<file path="config.mk">
export PLATFORM = sky130hd
export DESIGN_NAME = ant_channel_bringup_sequencer
export DESIGN_NICKNAME = d
export VERILOG_FILES = /design/src/hdl/ant_cbs_pkg.sv /design/src/hdl/ant_cbs_step.sv /design/src/hdl/ant_channel_bringup_sequencer.sv
export SDC_FILE = /design/constraint.sdc
export NUM_CORES = 1
export LEC_CHECK = 0
export ABC_AREA = 1
export BUFFER_PORTS_ARGS = -buffer_cell sky130_fd_sc_hd__buf_2
export CAP_MARGIN = 15
export CORE_MARGIN = 4
export CORE_UTILIZATION = 57
export DETAILED_ROUTE_END_ITERATION = 12
export MAX_ROUTING_LAYER = met4
export PLACE_DENSITY = 0.8
export REMOVE_ABC_BUFFERS = 1
export SYNTH_ARGS = -nofsm -noshare
export SYNTH_HDL_FRONTEND = slang
export SYNTH_SLANG_ARGS = --single-unit
</file>
<file path="constraint.sdc">
create_clock -name clk -period 8.2 [get_ports clk]
set_input_delay 0.82 -clock clk [delete_from_list [all_inputs] [get_ports clk]]
set_output_delay 0.82 -clock clk [all_outputs]
set_load 0.01 [all_outputs]
</file>
<file path="src/hdl/ant_cbs_pkg.sv">
package ant_cbs_pkg;

    // Channel states, as reported in state_out.
    localparam logic [3:0] ST_IDLE        = 4'd0;
    localparam logic [3:0] ST_RESETTING   = 4'd1;
    localparam logic [3:0] ST_SET_KEY     = 4'd2;
    localparam logic [3:0] ST_ASSIGN      = 4'd3;
    localparam logic [3:0] ST_SET_ID      = 4'd4;
    localparam logic [3:0] ST_SET_FREQ    = 4'd5;
    localparam logic [3:0] ST_SET_PERIOD  = 4'd6;
    localparam logic [3:0] ST_SET_TIMEOUT = 4'd7;
    localparam logic [3:0] ST_OPEN        = 4'd8;
    localparam logic [3:0] ST_RUNNING     = 4'd9;
    localparam logic [3:0] ST_CLOSED      = 4'd10;
    localparam logic [3:0] ST_ERROR       = 4'd11;

    // Parsed message kinds on the input channel.
    localparam logic [2:0] CMD_START    = 3'd0;
    localparam logic [2:0] CMD_STARTUP  = 3'd1;
    localparam logic [2:0] CMD_RESPONSE = 3'd2;
    localparam logic [2:0] CMD_DATA     = 3'd3;

    // Result kinds.
    localparam logic [1:0] KIND_COMMAND   = 2'd0;
    localparam logic [1:0] KIND_BROADCAST = 2'd1;
    localparam logic [1:0] KIND_EVENT     = 2'd2;
    localparam logic [1:0] KIND_DATA      = 2'd3;

    // Configuration register indexes.
    localparam logic [1:0] REG_MASTER_MODE      = 2'd0;
    localparam logic [1:0] REG_CHANNEL_NUMBER   = 2'd1;
    localparam logic [1:0] REG_TX_PAYLOAD       = 2'd2;
    localparam logic [1:0] REG_TX_PAYLOAD_VALID = 2'd3;

    // ANT configuration command message IDs.
    localparam logic [7:0] MSG_NONE           = 8'h00;
    localparam logic [7:0] MSG_RESET_SYSTEM   = 8'h4A;
    localparam logic [7:0] MSG_NETWORK_KEY    = 8'h46;
    localparam logic [7:0] MSG_ASSIGN_CHANNEL = 8'h42;
    localparam logic [7:0] MSG_CHANNEL_ID     = 8'h51;
    localparam logic [7:0] MSG_RF_FREQ        = 8'h45;
    localparam logic [7:0] MSG_CHANNEL_PERIOD = 8'h43;
    localparam logic [7:0] MSG_SEARCH_TIMEOUT = 8'h44;
    localparam logic [7:0] MSG_OPEN_CHANNEL   = 8'h4B;

    // Channel event decoding.
    localparam logic [7:0] EVENT_RESPONSE_ID    = 8'h01;
    localparam logic [7:0] EV_RX_SEARCH_TIMEOUT = 8'h01;
    localparam logic [7:0] EV_TX                = 8'h03;
    localparam logic [7:0] EV_CHANNEL_CLOSED    = 8'h07;
    localparam logic [7:0] CODE_OK              = 8'h00;

    localparam logic [7:0] MIN_RESPONSE_LEN = 8'd3;
    localparam logic [7:0] MIN_DATA_LEN     = 8'd9;

    typedef struct packed {
        logic [2:0]  cmd;
        logic [7:0]  data_length;
        logic [7:0]  channel_in;
        logic [7:0]  response_id;
        logic [7:0]  result_code;
        logic [63:0] payload_in;
    } msg_t;

    typedef struct packed {
        logic [1:0]  out_kind;
        logic [7:0]  command_msg_id;
        logic [7:0]  channel_out;
        logic [7:0]  response_id_out;
        logic [7:0]  event_code_out;
        logic [63:0] payload_out;
        logic [3:0]  state_out;
        logic [31:0] rx_count_out;
        logic [31:0] tx_count_out;
        logic        last_of_run;
    } res_t;

    // Sequencer context carried from one item to the next.
    typedef struct packed {
        logic [3:0]  chan_state;
        logic        awaiting;
        logic [7:0]  last_cmd_id;
        logic [31:0] recv_cnt;
        logic [31:0] sent_cnt;
    } ctx_t;

    typedef struct packed {
        logic        master_mode;
        logic [7:0]  channel_number;
        logic [63:0] bcast_payload;
        logic        bcast_payload_ok;
    } cfg_t;

    // Command that a state sends on entry; MSG_NONE where there is none.
    function automatic logic [7:0] step_cmd_id(input logic [3:0] st);
        logic [7:0] id;
        case (st)
            ST_RESETTING:   id = MSG_RESET_SYSTEM;
            ST_SET_KEY:     id = MSG_NETWORK_KEY;
            ST_ASSIGN:      id = MSG_ASSIGN_CHANNEL;
            ST_SET_ID:      id = MSG_CHANNEL_ID;
            ST_SET_FREQ:    id = MSG_RF_FREQ;
            ST_SET_PERIOD:  id = MSG_CHANNEL_PERIOD;
            ST_SET_TIMEOUT: id = MSG_SEARCH_TIMEOUT;
            ST_OPEN:        id = MSG_OPEN_CHANNEL;
            default:        id = MSG_NONE;
        endcase
        return id;
    endfunction

endpackage

</file>
<file path="src/hdl/ant_cbs_step.sv">
// Next context and up to two results for one message.
module ant_cbs_step (
    input  ant_cbs_pkg::msg_t msg,
    input  ant_cbs_pkg::ctx_t ctx,
    input  ant_cbs_pkg::cfg_t cfg,
    output ant_cbs_pkg::ctx_t ctx_next,
    output ant_cbs_pkg::res_t res0,
    output ant_cbs_pkg::res_t res1,
    output logic [1:0]        nres
);

    logic       adv_ok;
    logic [3:0] adv_state;
    logic [7:0] adv_id;
    logic       adv_emit;
    ant_cbs_pkg::res_t adv_res;
    ant_cbs_pkg::res_t r0;
    ant_cbs_pkg::res_t r1;

    // Where a good reply moves the sequence from the current state.
    always_comb
    begin
        adv_ok    = 1'b1;
        adv_state = ctx.chan_state;
        case (ctx.chan_state)
            ant_cbs_pkg::ST_RESETTING,
            ant_cbs_pkg::ST_SET_KEY,
            ant_cbs_pkg::ST_ASSIGN,
            ant_cbs_pkg::ST_SET_ID,
            ant_cbs_pkg::ST_SET_FREQ:
                adv_state = ctx.chan_state + 4'd1;
            ant_cbs_pkg::ST_SET_PERIOD:
                adv_state = cfg.master_mode ? ant_cbs_pkg::ST_OPEN
                                            : ant_cbs_pkg::ST_SET_TIMEOUT;
            ant_cbs_pkg::ST_SET_TIMEOUT:
                adv_state = ant_cbs_pkg::ST_OPEN;
            ant_cbs_pkg::ST_OPEN:
                adv_state = ant_cbs_pkg::ST_RUNNING;
            default:
                adv_ok = 1'b0;
        endcase
        adv_id   = ant_cbs_pkg::step_cmd_id(adv_state);
        adv_emit = adv_ok && (adv_id != ant_cbs_pkg::MSG_NONE);

        adv_res                = '0;
        adv_res.out_kind       = ant_cbs_pkg::KIND_COMMAND;
        adv_res.command_msg_id = adv_id;
    end

    always_comb
    begin
        ctx_next = ctx;
        r0       = '0;
        r1       = '0;
        nres     = 2'd0;

        case (msg.cmd)
            ant_cbs_pkg::CMD_START:
            begin
                ctx_next.chan_state  = ant_cbs_pkg::ST_RESETTING;
                ctx_next.awaiting    = 1'b1;
                ctx_next.last_cmd_id = ant_cbs_pkg::MSG_RESET_SYSTEM;
                r0.out_kind          = ant_cbs_pkg::KIND_COMMAND;
                r0.command_msg_id    = ant_cbs_pkg::MSG_RESET_SYSTEM;
                nres                 = 2'd1;
            end
            ant_cbs_pkg::CMD_STARTUP:
            begin
                // Only the reset step waits on the startup notice, so the
                // advance always leads to a command here.
                if (ctx.chan_state == ant_cbs_pkg::ST_RESETTING && ctx.awaiting)
                begin
                    ctx_next.chan_state  = adv_state;
                    ctx_next.last_cmd_id = adv_id;
                    ctx_next.awaiting    = 1'b1;
                    r0                   = adv_res;
                    nres                 = 2'd1;
                end
            end
            ant_cbs_pkg::CMD_RESPONSE:
            begin
                if (msg.data_length >= ant_cbs_pkg::MIN_RESPONSE_LEN)
                begin
                    r0.out_kind        = ant_cbs_pkg::KIND_EVENT;
                    r0.channel_out     = msg.channel_in;
                    r0.response_id_out = msg.response_id;
                    r0.event_code_out  = msg.result_code;
                    nres               = 2'd1;
                    if (msg.response_id == ant_cbs_pkg::EVENT_RESPONSE_ID)
                    begin
                        if (msg.result_code == ant_cbs_pkg::EV_TX)
                        begin
                            if (cfg.bcast_payload_ok)
                            begin
                                ctx_next.sent_cnt = ctx.sent_cnt + 32'd1;
                                r1.out_kind       = ant_cbs_pkg::KIND_BROADCAST;
                                r1.channel_out    = cfg.channel_number;
                                r1.payload_out    = cfg.bcast_payload;
                                nres              = 2'd2;
                            end
                        end
                        else if (msg.result_code == ant_cbs_pkg::EV_CHANNEL_CLOSED)
                        begin
                            if (ctx.chan_state != ant_cbs_pkg::ST_ERROR)
                            begin
                                ctx_next.chan_state = ant_cbs_pkg::ST_CLOSED;
                            end
                        end
                        else if (msg.result_code == ant_cbs_pkg::EV_RX_SEARCH_TIMEOUT)
                        begin
                            ctx_next.chan_state = ant_cbs_pkg::ST_ERROR;
                        end
                    end
                    else if (ctx.awaiting && msg.response_id == ctx.last_cmd_id)
                    begin
                        ctx_next.awaiting = 1'b0;
                        if (msg.result_code == ant_cbs_pkg::CODE_OK)
                        begin
                            ctx_next.chan_state = adv_state;
                            if (adv_emit)
                            begin
                                ctx_next.last_cmd_id = adv_id;
                                ctx_next.awaiting    = 1'b1;
                                r1                   = adv_res;
                                nres                 = 2'd2;
                            end
                        end
                        else
                        begin
                            ctx_next.chan_state = ant_cbs_pkg::ST_ERROR;
                        end
                    end
                end
            end
            ant_cbs_pkg::CMD_DATA:
            begin
                if (msg.data_length >= ant_cbs_pkg::MIN_DATA_LEN)
                begin
                    ctx_next.recv_cnt = ctx.recv_cnt + 32'd1;
                    r0.out_kind       = ant_cbs_pkg::KIND_DATA;
                    r0.channel_out    = msg.channel_in;
                    r0.payload_out    = msg.payload_in;
                    nres              = 2'd1;
                end
            end
            default:
            begin
                nres = 2'd0;
            end
        endcase

        // Every result carries the state and counts as they stand after the item.
        res0              = r0;
        res0.state_out    = ctx_next.chan_state;
        res0.rx_count_out = ctx_next.recv_cnt;
        res0.tx_count_out = ctx_next.sent_cnt;
        res0.last_of_run  = (nres == 2'd1);
        res1              = r1;
        res1.state_out    = ctx_next.chan_state;
        res1.rx_count_out = ctx_next.recv_cnt;
        res1.tx_count_out = ctx_next.sent_cnt;
        res1.last_of_run  = 1'b1;
    end

endmodule

</file>
<file path="src/hdl/ant_channel_bringup_sequencer.sv">
// ANT channel bring-up sequencer. Each item on the msg channel is one parsed
// ANT message (start, startup notice, channel response or data message); the
// block steps the channel through reset, network key, assign, channel ID, RF
// frequency, period, search timeout (skipped in master mode) and open, and
// emits on the res channel the commands to send, event reports, broadcast
// sends and delivered data, at most two results per item, each stamped with
// the channel state and the 32-bit received and sent counts after that item.
// An accepted item is held in an input register and processed once the
// result slots are free; its results are registered in the result slots,
// and slot 0 drives the res port.
// The two result slots drain through the single res port: an item that
// yields zero or one result is taken every cycle while res_ready is high,
// and an item that yields two results holds the slots until both have left.
// Configuration registers are written through cfg_we/cfg_index/cfg_data and
// should be changed only while no item is in flight.
module ant_channel_bringup_sequencer (
    input  logic                clk,
    input  logic                rst_n,
    input  logic                msg_valid,
    output logic                msg_ready,
    input  ant_cbs_pkg::msg_t   msg,
    output logic                res_valid,
    input  logic                res_ready,
    output ant_cbs_pkg::res_t   res,
    input  logic                cfg_we,
    input  logic [1:0]          cfg_index,
    input  logic [63:0]         cfg_data
);

    ant_cbs_pkg::cfg_t cfg_reg;
    ant_cbs_pkg::ctx_t ctx_reg;
    ant_cbs_pkg::ctx_t ctx_next;

    logic              in_valid_reg;
    ant_cbs_pkg::msg_t in_item_reg;

    // Two result slots; slot 0 is what the res port shows.
    ant_cbs_pkg::res_t slot0_reg;
    ant_cbs_pkg::res_t slot1_reg;
    logic [1:0]        cnt_reg;

    ant_cbs_pkg::res_t step_res0;
    ant_cbs_pkg::res_t step_res1;
    logic [1:0]        step_nres;

    logic buf_free;
    logic step_fire;
    logic pop;

    ant_cbs_step u_step (
        .msg      (in_item_reg),
        .ctx      (ctx_reg),
        .cfg      (cfg_reg),
        .ctx_next (ctx_next),
        .res0     (step_res0),
        .res1     (step_res1),
        .nres     (step_nres)
    );

    assign res_valid = (cnt_reg != 2'd0);
    assign res       = slot0_reg;
    assign pop       = res_valid && res_ready;

    // The result slots can take a new item's results when they are empty or
    // when their last remaining result leaves in this cycle.
    assign buf_free  = (cnt_reg == 2'd0) || (cnt_reg == 2'd1 && res_ready);
    assign step_fire = in_valid_reg && buf_free;
    assign msg_ready = !in_valid_reg || step_fire;

    // Configuration registers.
    always_ff @(posedge clk or negedge rst_n)
    begin
        if (!rst_n)
        begin
            cfg_reg <= '0;
        end
        else if (cfg_we)
        begin
            case (cfg_index)
                ant_cbs_pkg::REG_MASTER_MODE:      cfg_reg.master_mode      <= cfg_data[0];
                ant_cbs_pkg::REG_CHANNEL_NUMBER:   cfg_reg.channel_number   <= cfg_data[7:0];
                ant_cbs_pkg::REG_TX_PAYLOAD:       cfg_reg.bcast_payload    <= cfg_data;
                ant_cbs_pkg::REG_TX_PAYLOAD_VALID: cfg_reg.bcast_payload_ok <= cfg_data[0];
                default:                           cfg_reg                  <= cfg_reg;
            endcase
        end
    end

    // Input register and sequencer context.
    always_ff @(posedge clk or negedge rst_n)
    begin
        if (!rst_n)
        begin
            in_valid_reg <= 1'b0;
            ctx_reg      <= '0;
        end
        else
        begin
            if (msg_ready)
            begin
                in_valid_reg <= msg_valid;
            end
            if (step_fire)
            begin
                ctx_reg <= ctx_next;
            end
        end
    end

    always_ff @(posedge clk)
    begin
        if (msg_valid && msg_ready)
        begin
            in_item_reg <= msg;
        end
    end

    // Result slots.
    always_ff @(posedge clk or negedge rst_n)
    begin
        if (!rst_n)
        begin
            cnt_reg <= 2'd0;
        end
        else if (step_fire)
        begin
            cnt_reg <= step_nres;
        end
        else if (pop)
        begin
            cnt_reg <= cnt_reg - 2'd1;
        end
    end

    always_ff @(posedge clk)
    begin
        if (step_fire)
        begin
            slot0_reg <= step_res0;
            slot1_reg <= step_res1;
        end
        else if (pop)
        begin
            slot0_reg <= slot1_reg;
        end
    end

    // With both slots full, the shown result is the first of a pair.
    a_pair_order: assert property (@(posedge clk) disable iff (!rst_n)
        cnt_reg == 2'd2 |-> !slot0_reg.last_of_run)
        else $error("first of two pending results marked as last");

    // A lone pending result always closes its run.
    a_single_last: assert property (@(posedge clk) disable iff (!rst_n)
        cnt_reg == 2'd1 |-> slot0_reg.last_of_run)
        else $error("lone pending result not marked as last");

    // A running channel waits on no command reply.
    a_running_idle: assert property (@(posedge clk) disable iff (!rst_n)
        ctx_reg.chan_state == ant_cbs_pkg::ST_RUNNING |-> !ctx_reg.awaiting)
        else $error("running channel still awaiting a reply");

    // The received count moves by exactly one per change.
    a_rx_step: assert property (@(posedge clk) disable iff (!rst_n)
        ctx_reg.recv_cnt != $past(ctx_reg.recv_cnt)
            |-> ctx_reg.recv_cnt == $past(ctx_reg.recv_cnt) + 32'd1)
        else $error("received count jumped");

endmodule

</file>
==> impl_metrics.tcl, run 1 <==
set metrics [dict create \
    cp-start-kind "flop" \
    drv_cap 0 \
    crit_fanout 77 \
    die_w_um 209.2 \
    fillCellCount 2926 \
    worstSetupPathType "flop to flop" \
    core_area_um2 39820 \
    grtUsageTotal_pct 25.21 \
    power_density_nw_per_um2 362.8 \
    ys_warn_count 0 \
    syn-cell-area_um2 23060 \
    hold_viol_final 0 \
    intPower_uw 6555 \
    areaGrowthSynthToFinish_pct 17.22 \
    grt_max_degree 211 \
    worst-path-buf-inv 4 \
    yosysSeqAreaShare_pct 70.00 \
    drt-total-wl_mm 53.91 \
    numCtsBuffers 54 \
    tns_ns 0 \
    fin_skew_ns 0.01590 \
    hold_buffers 0 \
    drcViolationCount 0 \
    die_y_um 209.2 \
    dr.pass1.iters 5 \
    cts.sinks 563 \
    cts_tree "yes" \
    crit_chain "inv_1 > ha_1 > nand2_1 > o21ai_0 > inv_6 > buf_4 > buf_4" \
    port_buffers 336 \
    largest_reg_flops 165 \
    combPwrFrac_pct 27.0 \
    routedWlPerCell_um 18.38 \
    placed_area_um2 25260 \
    hpwl_mm 35.64 \
    endpoint_kind "flop" \
    swShare_pct 33.18 \
    via_count 15805 \
    clock_power_share_pct 25.0 \
    clk_pin_slew_worst_paths_ns 0.07 \
    clk_latency_ns 0.61 \
    rows 73 \
    ios 339 \
    critPathSlowestCell "inv_6" \
    synth_cell_types 48 \
    totalPowerFinal_uw 9809 \
    crit_start "cnt_reg[0]" \
    die_area_um2 43740 \
    p_leak_uw 0.01206 \
    async_reset_ff_share_pct 27.00 \
    tightest_slew_ns 1.112 \
    grt_overflow 0 \
    synth_cells 2013 \
    timing.final.crit_period_ns 3.359 \
    ys_ff_latch 563 \
    rsz0062_at_grt "false" \
    status "finished clean" \
    antenna_found_initial 13 \
    fin_crit_sh_pct 40.97 \
    min_path_type "input port to async pin" \
    gp_congestion 0.9166 \
    start_util_pct 57.91 \
    syn_avg_cell_area_um2 11.46 \
    critPathTopFamily "buffers and inverters" \
    cts_max_path_buffers 3 \
    setup_violations 0 \
    h-tree-depth 2 \
    drive_gt1_share_pct 20.29 \
    ctsResizeCount 0 \
    vdd_drop_max_mv 0.2632 \
    grt_pass1_vias 16232 \
    critPathRequiredTime_ns 8.43 \
    relSlewSlack_pct 25.85 \
    path_common_cell "buf_4" \
    final_area_um2 27040 \
    worstPathArrival_ns 3.59 \
    synth_edf_count 411 \
    cp_slowest_stage_delay_ns 0.65 \
    crit-reg2reg-launch "cnt_reg[0]" \
    drtAntennaViolNets 0 \
    nets 2527 \
    power_frac_seq_pct 48.0 \
    slew_violations 0 \
    post_drt_via_cell_ratio 5.389 \
    timing.fmax_mhz 297.7 \
    grt_first_pass_wirelength_mm 85.36 \
    ys.flop_type "edfxtp_1" \
    root_buffer "clkbuf_16" \
    first_iter_violations 1177 \
    cts_setup_buffers 0 \
    switchingPower_uw 3254 \
]
## logic make-up (layout without fill, tap and decap cells)
group	count (synthesis)	after routing	synth area share (%)
xor gates and xnor gates	65	65	2.534
and+or+nand+nor	800	800	14.70
DFF	563	563	70.00
AOI/OAI and AO/OA	256	256	6.971
other	1	15	0.01626
adders and majority gates	8	8	0.4340
buffers and inverters	320	701	5.338
## power by group through the flow
stage / Combinational (uW) / Clock (uW) / Sequential (uW)
finish: 2650 / 2450 / 4710
global route: 2950 / 2610 / 4780
CTS: 2690 / 2490 / 4710
detailed placement: 2670 / 0 / 4750
global placement: 2590 / 0 / 4720
floorplan: 1420 / 0 / 5040
## stage by stage
stage	setup WS, ns	cells	utilization, %	hold slack, ns
after detailed placement	4.657	2818	63.43	0.4725
final	4.841	2933	67.89	0.1042
after global placement	4.726	2818	63.43	0.4665
after CTS	4.780	2920	67.81	0.09782
after floorplan	-14.39	1946	-	0.4530
after global routing	4.607	2933	67.89	0.1136
## final cells by class
class | count | area [um2] | area share [%]
multi-input cells | 1131 | 5718 | 21.15
well taps | 525 | 656.9 | 2.430
repair buffers | 347 | 1783 | 6.595
inverters | 252 | 958.4 | 3.545
diodes | 13 | 32.53 | 0.1203
clock buffers | 71 | 1465 | 5.419
clock inverters | 31 | 276.5 | 1.023
flip-flops and latches | 563 | 16150 | 59.72
## final timing paths
kind | endpoint | slack, ns | cells after the start
worst max-delay path | res[26] | 4.84 | 7
worst max register to register | res[26] | 4.84 | 7
worst min-delay path | cfg_reg[54] | 0.10 | 1
min in group clk | in_item_reg[7] | 0.39 | 1
worst min register to register | cfg_reg[66] | 0.49 | 2
max in group asynchronous | cnt_reg[1] | 6.87 | 2
## cell usage in the layout, fill, tap and decap left out, types with 54 or more instances in the layout
| cell | count |
|---|---|
| nand2_1 | 422 |
| edfxtp_1 | 411 |
| buf_2 | 335 |
| a22o_1 | 72 |
| dfrtp_1 | 152 |
| xor2_1 | 60 |
| a21oi_1 | 67 |
| nor2_1 | 231 |
| o21ai_0 | 93 |
| inv_1 | 237 |
| clkbuf_16 | 54 |
## synthesized netlist by cell type (all sizes together), types with 2 or more instances
master | count | area (um2)
nand2 | 434 | 1669
nor2 | 244 | 987.2
o221ai | 2 | 17.52
a22o | 72 | 630.6
nand4 | 25 | 162.6
o21ai | 102 | 510.5
a21oi | 71 | 385.4
nor4 | 11 | 81.32
nand3 | 52 | 285.3
xor2 | 61 | 541.8
xnor2 | 4 | 42.55
buf | 17 | 93.83
and3 | 2 | 12.51
edfxtp | 411 | 12340
dfrtp | 152 | 3804
clkbuf | 51 | 191.4
inv | 251 | 942.2
nor3 | 31 | 186.4
o22ai | 3 | 18.77
ha | 8 | 100.1
## routing by layer
layer	GRT usage, %	vias up	share of wire [%]
li1	-	7454	-
met3	6.756	112	9.1
met2	41.56	615	50
met5	-	-	0
met4	7.696	0	2.6
met1	30.85	7624	38
Power figures use the tool's default switching activity.
==> inputs of run 2 (changes only) <==
Settings changed: CORE_UTILIZATION 57 to 52, PLACE_DENSITY 0.8 to 0.77.
Clock period 8.2 ns to 2.8 ns, I/O delays scaled along.
==> impl_metrics.tcl, run 2 (synthesis results as in run 1) <==
set metrics [dict create \
    vdd_drop_max_mv 0.8795 \
    largest_reg_flops 165 \
    rsz0062_at_grt "true" \
    fin_skew_ns 0.01642 \
    nets 2710 \
    worstSetupPathType "flop to flop" \
    cts_setup_buffers 0 \
    hold_viol_final 0 \
    first_iter_violations 1373 \
    clk_latency_ns 0.61 \
    slew_violations 0 \
    dp_cells 2895 \
    totalPowerFinal_uw 29600 \
    dr.pass1.iters 7 \
    power_frac_seq_pct 46.7 \
    min_path_type "input port to flop" \
    top_usage_layer "met2" \
    grtUsageMet3_pct 4.672 \
    worst-path-buf-inv 3 \
    root_buffer "clkbuf_16" \
    start_util_pct 53.07 \
    tightest_slew_ns 1.068 \
    antenna_found_initial 7 \
    grt_max_degree 168 \
    timing.final.crit_period_ns 2.567 \
    die_w_um 218.6 \
    core_area_um2 43460 \
    drv_cap 0 \
    gp_congestion 0.9066 \
    switchingPower_uw 9864 \
    critPathRequiredTime_ns 3.25 \
    drt-total-wl_mm 60.75 \
    final_common_cell "nand2_1" \
    drive_gt1_share_pct 19.86 \
    worstPathArrival_ns 3.01 \
    endpoint_kind "flop" \
    die_area_um2 47790 \
    port_buffers 336 \
    areaGrowthSynthToFinish_pct 26.09 \
    met1_usage_pct 31.95 \
    via_count 16681 \
    cts_tree "yes" \
    h-tree-depth 2 \
    setup_violations 0 \
    grt_pass1_vias 16874 \
    swShare_pct 33.33 \
    grtUsageTotal_pct 25.84 \
    crit_chain "inv_1 > nand2_1 > nor3_1 > nand3_1 > nor3_1 > nand3_1 > nor2_2 > inv_2 > buf_12 > nor2_1" \
    r2r_slack_ns 0.23 \
    use_met2_pct 43.54 \
    fin_crit_sh_pct 91.69 \
    cts.sinks 563 \
    final_cells 3173 \
    clk_pin_slew_worst_paths_ns 0.07 \
    intPower_uw 19730 \
    power_density_nw_per_um2 1018 \
    drcViolationCount 0 \
    status "finished clean" \
    critPathTopFamily "simple AND/OR/NAND/NOR gates" \
    combPwrFrac_pct 28.2 \
    tns_ns 0 \
    p_leak_uw 0.01290 \
    grt_overflow 0 \
    critPathSlowestCell "edfxtp_1" \
    clock_power_share_pct 25.1 \
    relSlewSlack_pct 28.82 \
    post_drt_via_cell_ratio 5.257 \
    final_cell_mix "422 x nand2_1, 411 x edfxtp_1, 335 x buf_2" \
    routedWlPerCell_um 19.15 \
    numCtsBuffers 55 \
    cp_slowest_stage_delay_ns 0.42 \
    drtAntennaViolNets 0 \
    hpwl_mm 36.27 \
    ios 339 \
    whs_ns 0.04541 \
    cp-start-kind "flop" \
    die_y_um 218.6 \
    crit_fanout 38 \
    cts_max_path_buffers 3 \
    rows 76 \
    grt_first_pass_wirelength_mm 93.63 \
    timing.fmax_mhz 389.5 \
]
-- run 2: cell types whose count changed in the layout (fill, tap and decap cells not counted), sizes merged --
cell         previous run  this run
buf                   347       364
diode                  13        10
clkinvlp                3         6
inv                   254       251
dlygate4sd3             0       165
clkbuf                 71        79
clkinv                 22        15
-- run 2: per-stage QoR --
| stage | util (%) | cell area (um2) | setup slack (ns) |
|---|---|---|---|
| 2_1_floorplan | - | 22780 | -19.59 |
| 3_3_place_gp | 58.89 | 25590 | 0.1905 |
| 3_5_place_dp | 58.89 | 25590 | 0.1242 |
| 4_1_cts | 66.85 | 29050 | 0.09201 |
| 5_1_grt | 66.91 | 29080 | -0.01834 |
| 6_report | 66.92 | 29080 | 0.2327 |
-- run 2: worst paths after layout --
kind	cells past startpoint	from	end
setup / recovery	10	in_item_reg[75]	slot1_reg[85]
hold / removal	3	cfg_data[0]	cfg_reg[0]
setup reg to reg	10	in_item_reg[75]	slot1_reg[85]
hold reg to reg	2	cfg_reg[3]	cfg_reg[3]
max in group asynchronous	3	rst_n	ctx_reg[47]
min in group asynchronous	2	rst_n	cfg_reg[21]
-- run 2: worst register-to-register path, cell delays in order (launching register included) --
cell and delay, ns:
edfxtp_1 0.42, inv_1 0.14, nand2_1 0.07, nor3_1 0.15, nand3_1 0.16, nor3_1 0.26, nand3_1 0.14, nor2_2 0.29
inv_2 0.32, buf_12 0.29, nor2_1 0.18
-- run 2: what timing repair did --
item	CTS	global route
resized for setup	0	4
setup endpoints to repair	0	15
hold buffers	165	0
endpoints found under the hold margin	214	0
-- run 2: routing by layer --
layer	part of all wire, %	up-vias
met4	3.4	0
met2	51	739
met3	7.5	140
met1	38	8019
li1	-	7783
met5	0	-
-- run 2: power by group through the flow --
stage,registers (uW),logic (uW),clock network [uW]
floorplan,13000,3090,0
global placement,13800,7940,0
detailed placement,13900,8120,0
CTS,13700,8330,7500
global route,14000,9180,7930
finish,13800,8340,7440
-- run 2: cell type report --
cell class | count | area (um2)
sequential | 563 | 16150
inverter | 252 | 958.4
antenna | 10 | 25.02
timing repair buffer | 529 | 3687
fill | 3086 | 14380
multi-input combinational | 1131 | 5720
tap | 585 | 732.0
clock buffer | 79 | 1556
clock inverter | 24 | 255.2
